**src/nnz_pkg.sv**
```systemverilog
// Shared types and constants for the nearest-neighbor zoom block.
`default_nettype none
package nnz_pkg;

  // Field and register widths
  localparam int COORD_W    = 8;
  localparam int VAL_W      = 16;
  localparam int DIM_W      = 9;
  localparam int STEP_W     = 24;
  localparam int PROD_W     = COORD_W + STEP_W;
  localparam int FRAC_W     = 16;
  localparam int INT_W      = PROD_W - FRAC_W;
  // Effective sizes cover register values and the largest image limits
  localparam int SIZE_W     = 13;
  localparam int CFG_IDX_W  = 3;
  localparam int CFG_DATA_W = 24;

  // Commands
  localparam logic CMD_LOAD  = 1'b0;
  localparam logic CMD_FETCH = 1'b1;

  // Register indexes
  localparam logic [CFG_IDX_W-1:0] REG_SRC_WIDTH  = 3'd0;
  localparam logic [CFG_IDX_W-1:0] REG_SRC_HEIGHT = 3'd1;
  localparam logic [CFG_IDX_W-1:0] REG_DST_WIDTH  = 3'd2;
  localparam logic [CFG_IDX_W-1:0] REG_DST_HEIGHT = 3'd3;
  localparam logic [CFG_IDX_W-1:0] REG_X_STEP     = 3'd4;
  localparam logic [CFG_IDX_W-1:0] REG_Y_STEP     = 3'd5;

  // Mapped request handed from the mapping stage to the store
  typedef struct packed {
    logic                    valid;
    logic                    cmd;
    logic                    err;
    logic [INT_W-1:0]        sx_raw;
    logic [INT_W-1:0]        sy_raw;
    logic [COORD_W-1:0]      px;
    logic [COORD_W-1:0]      py;
    logic signed [VAL_W-1:0] val;
  } map_req_t;

endpackage
`default_nettype wire

```
**src/nnz_map.sv**
```systemverilog
// Coordinate mapping stage: range checks and reciprocal-step products.
`default_nettype none
module nnz_map (
  input  wire logic                        clk,
  input  wire logic                        rst,
  input  wire logic                        adv,
  input  wire logic                        in_valid,
  input  wire logic                        cmd,
  input  wire logic [nnz_pkg::COORD_W-1:0] pixel_x,
  input  wire logic [nnz_pkg::COORD_W-1:0] pixel_y,
  input  wire logic signed [nnz_pkg::VAL_W-1:0] pixel_in,
  input  wire logic [nnz_pkg::SIZE_W-1:0]  src_w_eff,
  input  wire logic [nnz_pkg::SIZE_W-1:0]  src_h_eff,
  input  wire logic [nnz_pkg::DIM_W-1:0]   dst_width,
  input  wire logic [nnz_pkg::DIM_W-1:0]   dst_height,
  input  wire logic [nnz_pkg::STEP_W-1:0]  x_step,
  input  wire logic [nnz_pkg::STEP_W-1:0]  y_step,
  output nnz_pkg::map_req_t                req
);

  logic [nnz_pkg::PROD_W-1:0] prod_x;
  logic [nnz_pkg::PROD_W-1:0] prod_y;
  logic                       load_err;
  logic                       fetch_err;
  logic                       err_next;

  // Exact products; integer part is the unclamped source coordinate
  assign prod_x = nnz_pkg::PROD_W'(pixel_x) * nnz_pkg::PROD_W'(x_step);
  assign prod_y = nnz_pkg::PROD_W'(pixel_y) * nnz_pkg::PROD_W'(y_step);

  // Range checks
  assign load_err = !((nnz_pkg::SIZE_W'(pixel_x) < src_w_eff) &&
                      (nnz_pkg::SIZE_W'(pixel_y) < src_h_eff));
  assign fetch_err = (nnz_pkg::DIM_W'(pixel_x) >= dst_width) ||
                     (nnz_pkg::DIM_W'(pixel_y) >= dst_height) ||
                     (src_w_eff == '0) || (src_h_eff == '0);
  assign err_next = (cmd == nnz_pkg::CMD_LOAD) ? load_err : fetch_err;

  // Stage register: valid is reset, payload only moves on advance
  always_ff @(posedge clk) begin
    if (rst) begin
      req.valid <= 1'b0;
    end else if (adv) begin
      req.valid <= in_valid;
    end
    if (adv) begin
      req.cmd    <= cmd;
      req.err    <= err_next;
      req.sx_raw <= prod_x[nnz_pkg::PROD_W-1:nnz_pkg::FRAC_W];
      req.sy_raw <= prod_y[nnz_pkg::PROD_W-1:nnz_pkg::FRAC_W];
      req.px     <= pixel_x;
      req.py     <= pixel_y;
      req.val    <= pixel_in;
    end
  end

endmodule
`default_nettype wire

```
**config.mk**
```make
export PLATFORM = sky130hd
export DESIGN_NAME = nnz_map
export DESIGN_NICKNAME = d
export VERILOG_FILES = /design/src/nnz_pkg.sv /design/src/nnz_map.sv
export SDC_FILE = /design/constraint.sdc
export NUM_CORES = 1
export LEC_CHECK = 0
export BUFFER_PORTS_ARGS = -buffer_cell sky130_fd_sc_hd__buf_2
export CELL_PAD_IN_SITES_DETAIL_PLACEMENT = 1
export CELL_PAD_IN_SITES_GLOBAL_PLACEMENT = 1
export CORE_MARGIN = 10
export CORE_UTILIZATION = 42
export DETAILED_ROUTE_END_ITERATION = 7
export PLACE_DENSITY_LB_ADDON = 0.1
export SLEW_MARGIN = 15
export SYNTH_ARGS = -nofsm -noshare
export SYNTH_HDL_FRONTEND = slang
export SYNTH_SLANG_ARGS = --single-unit
```
**constraint.sdc**
```tcl
create_clock -name clk -period 7.2 [get_ports clk]
set_input_delay 2.16 -clock clk [delete_from_list [all_inputs] [get_ports clk]]
set_output_delay 2.16 -clock clk [all_outputs]
set_load 0.02 [all_outputs]
```
**Word level (Yosys, flattened, before mapping)**

Index checks and enable logic that the tools add are counted.

- $add $sub $neg: 0
- Multiply operators: 2
- Div/mod/pow operators: 0
- $lt $le $gt $ge: 4
- Equality and inequality tests: 0
- Shift-type cells: 0
- Multiplexer cells: 1
- Bitwise logic cells: 0
- Reductions and logical operators: 7

Operators with widths:

| cell | number |
|---|---|
| 8-bit by 24-bit multiplier with 32-bit output | 2 |
| 13-bit logical NOT | 2 |
| 8-bit by 13-bit < comparator with 1-bit output | 2 |
| 8-bit by 9-bit greater-or-equal comparator with 1-bit output | 2 |
| 1-bit logical OR | 3 |
| 1-bit logical AND | 1 |
| 1-bit logical NOT | 1 |
| 1-bit 2-to-1 mux | 1 |

- Flip-flop bits (word level): 67
- Bits in latches: 0
- RAM bits: 0
- Bits in read-only memories: 0
- Input bits: 129
- Output and inout port bits: 67
- Memories: 0

**Depth between registers and ports, before layout**

- Word-level depth: 5
- Gate-level depth with buffers: 19
- Mapped depth without buffers: 18

**Worst setup path after synthesis**

OpenSTA, ideal clock, no wires.

- Path kind: input-to-reg
- Start: in pixel_y[2] (netlist bit)
- End: reg req[45] (netlist bit), data pin
- Library setup time: 0.255 ns
- Arrival time: 6.566 ns
- Path slack: 0.379 ns
- Stages: 17
- Buffers on the path: 1
- Path through: clkbuf_1 -> and2_1 -> fa_1 -> fa_1 -> fa_1 -> inv_1 -> fa_1 -> inv_1 -> ha_1 -> a21oi_1 -> o21ai_0 -> nor4_2 -> o31ai_1 -> a211o_1 -> nor3b_2 -> or4_1 -> and3_1

- Cells in the longest elaborated chain, start to end: 1

Ends and longest elaborated chain:

| item | line | RTL |
|---|---|---|
| start: declaration | nnz_map.sv:10 | `input wire logic [nnz_pkg::COORD_W-1:0] pixel_y,` |
| 8-bit by 24-bit multiplier with 32-bit output | nnz_map.sv:29 | `assign prod_y = nnz_pkg::PROD_W'(pixel_y) * nnz_pkg::PROD_W'(y_step);` |
| via prod_y, one bit | nnz_map.sv:22 | `logic [nnz_pkg::PROD_W-1:0] prod_y;` |
| end: declaration | nnz_map.sv:18 | `output nnz_pkg::map_req_t req` |

The timed path passes the listed nets, and every way through them passes these cells.
A chain may end at the register's enable or synchronous reset.

**Worst setup path after layout**

Same ends and word-level chain as after synthesis.

==> results.cfg <==
[outcome]
status = finished, final reports clean

[clock_network]
cts_buffer_depth = 2
cts_hold_buf = 0
post_cts_resized = 0
cts_sinks = 67
cts_inserted_buffers = 9
cts_setup_buffers = 0
clkTransAtPathRegs_ps = 70
tritoncts = done
clk_latency_ps = 360
clockRootBuffer = clkbuf_16
ctsHtreeMaxLevel = 3

[route]
top_layer = met5
drcViolationCount = 0
dr.pass1.iters = 4
met2_length_mm = 20.38
routed-wl-met3_mm = 1.501
vias = 10462
drt-met1-wl_mm = 17.55
routed_wl_mm = 40.00
detail_route.wl_per_cell_um = 19.30
viasPerCell = 5.047
drtIter0Drc = 357
ant_nets = 0

[final_layout]
largestRegisters = req (67)
areaGrowthSynthToFinish_pct = 14.04
largest_reg_flops = 67
multi_input_area_um2 = 10810
layout-drive-gt1-share_pct = 15.11
nFillCells = 3825
largest-register = req
final_nets = 2142
seqCellArea_um2 = 2002
fin_util_pct = 48.76

[synthesis]
syn_nets = 1944
netlist_area_um2 = 13950
seq_area_frac_synth_pct = 14.35
synth_xor_area_share_pct = 1.884
synth-edff-count = 66
synth_simple_gate_area_share_pct = 19.48
synthMuxAreaShare_pct = 0.1435
synthArstFlopShare_pct = 0
netlist_instances = 1425
synthDistinctLibCells = 54
ys_ff_latch = 67
ys.flop_type = edfxtp_1
synth_area_per_cell_um2 = 9.788
synth_fa_ha_area_share_pct = 49.09
synth_compound_area_share_pct = 6.898
yosysWarnings = 0
synth_top_family_by_area = adder cells

[pwr]
p_leak_nw = 8.083
p_comb_share_pct = 74.9
p_switching_mw = 2.335
seq_power_share_pct = 14.3
p_clk_share_pct = 10.8
p_int_mw = 2.531
ir_drop_v = 0.0001561
p_sw_share_pct = 47.99
p_per_area_nw_per_um2 = 305.9

[min_path]
holdCritStartpoint = req[66]$_SDFFE_PP0P_
hold_depth = 2
min_to = req[66]$_SDFFE_PP0P_
hold_class = reg2reg

[setup_path]
crit_type = in2reg
r2r_cells = 2
cp.arrival_ps = 6970
ff2ff_setup_slack_ps = 6610
reg2reg_to = req[66]$_SDFFE_PP0P_
endpoint_kind = flip-flop
cp-start-kind = primary input
r2r-start = req[66]$_SDFFE_PP0P_
path_max_fanout = 12
critPathRequiredTime_ps = 7310

[floorplanning]
initial_core_util_pct = 42.76
ioPinCount = 196
placement_rows = 66
die_y_um = 202.2
die_w_um = 202.2
dieArea_um2 = 40900
design.core.area_um2 = 32620

[global_route]
grt_use_total_pct = 19.97
grt_pass1_wl_mm = 65.21
grt-ovfl-total = 0
grt_start_max_net_pins = 68
grt_antenna_before_repair = 7
grt_pass1_vias = 11982

[placement]
gp_congestion = 0.8310
place_hpwl_mm = 33.26
port_buffers = 195

[sta]
fin_setup_tns_ps = 0
skew_ps = 0
period_minus_slack_ps = 6862
tightest_slew_ps = 916.1
period_share_pct = 95.31
finalSetupViolCount = 0
hold_viol = 0
slew_headroom_pct = 38.93
final_max_slew_viol_count = 0
fmax_mhz = 145.7
rsz0062_at_grt = false
hold_slack_ps = 501.4

[flow_run]
drv_cap = 0
==> power by group through the flow <==
stage	Sequential (mW)	Combinational, mW	Clock, mW
4_1_cts	0.700	3.70	0.538
2_1_floorplan	0.842	2.51	0
6_report	0.697	3.64	0.524
3_3_place_gp	0.703	3.59	0
5_1_grt	0.710	4.17	0.550
3_5_place_dp	0.705	3.68	0
==> cell families (layout without fill, tap and decap cells) <==
group	Yosys count	count (layout)
muxes	2	2
buffers and inverters	303	506
other	0	3
and+or+nand+nor	490	490
xor gates and xnor gates	30	30
DFF	67	67
adders and majority gates	390	390
AOI/OAI and AO/OA	143	143
==> worst max-delay path: stages <==
cell	delay (ps)
buf_2	170
and2_1	200
fa_1	510
fa_1	510
fa_1	530
inv_1	60
fa_1	480
inv_1	40
ha_1	310
a21oi_1	220
o21ai_0	170
nor4_2	300
o31ai_1	170
a211o_1	370
nor3b_2	180
or4_1	450
and3_1	150
==> per-layer routing <==
layer  global-route usage, %  up-vias
met5                       0        -
met4                   4.876        4
met3                   3.071       28
met2                   35.34      158
met1                   24.96     5409
li1                        -     4863
==> worst max-delay path by stage <==
stage          slack [ps]                end        from  cells after the start
2_1_floorplan         380  req[45]$_DFFE_PP_  pixel_y[2]                     17
3_3_place_gp           70  req[45]$_DFFE_PP_  pixel_y[2]                     17
3_5_place_dp          -70  req[45]$_DFFE_PP_  pixel_y[2]                     17
4_1_cts               330  req[45]$_DFFE_PP_  pixel_y[2]                     17
5_1_grt               130  req[45]$_DFFE_PP_  pixel_y[2]                     17
6_report              340  req[45]$_DFFE_PP_  pixel_y[2]                     17
==> final cells by class <==
cell class / count / share of cell area, %
clock buffers: 9 / 1.416
repair buffers: 226 / 7.614
well taps: 442 / 3.477
inverters: 264 / 6.230
diodes: 3 / 0.04720
clock inverters: 7 / 0.6765
multi-input cells: 1055 / 67.95
flip-flops and latches: 67 / 12.59
==> cells in the mapped netlist (5+ instances only) <==
cell type    n  area, um2
and2_1     282       1764
inv_1      264      991.0
fa_1       262       5245
ha_1       128       1602
nand2_1    122      457.9
edfxtp_1    66       1982
a21oi_1     42      210.2
clkbuf_1    39      146.4
a21o_1      35      262.8
nor2_1      22      82.58
xnor2_1     19      166.4
o21ai_0     15      75.07
xor2_1      11      96.34
nand3_1      9      45.04
nor2b_1      9      56.30
nor3_1       8      40.04
nand4_1      6      37.54
a41oi_1      5      43.79
and3_1       5      31.28
nand2b_1     5      31.28
nor4_1       5      31.28
o21ai_1      5      25.02
==> stage by stage <==
| stage | instances | setup slack [ps] | cell area (um2) | total power, mW |
|---|---|---|---|---|
| 6_report | 2073 | 337.6 | 15910 | 4.866 |
| 5_1_grt | 2072 | 129.0 | 15900 | 5.434 |
| 4_1_cts | 2070 | 326.0 | 15900 | 4.933 |
| 3_5_place_dp | 2054 | -65.13 | 15570 | 4.381 |
| 3_3_place_gp | 2054 | 66.50 | 15570 | 4.292 |
| 2_1_floorplan | 1425 | 379.2 | 13950 | 3.352 |
==> cell usage in the layout (no fill, tap or decap), types with 22 or more instances in the layout <==
| cell | instances |
|---|---|
| and2_1 | 282 |
| ha_1 | 128 |
| nand2_1 | 122 |
| edfxtp_1 | 66 |
| a21oi_1 | 42 |
| fa_1 | 262 |
| buf_2 | 194 |
| a21o_1 | 35 |
| buf_4 | 32 |
| inv_1 | 264 |
| nor2_1 | 22 |
Note: power is estimated with default switching activity, not from simulation.
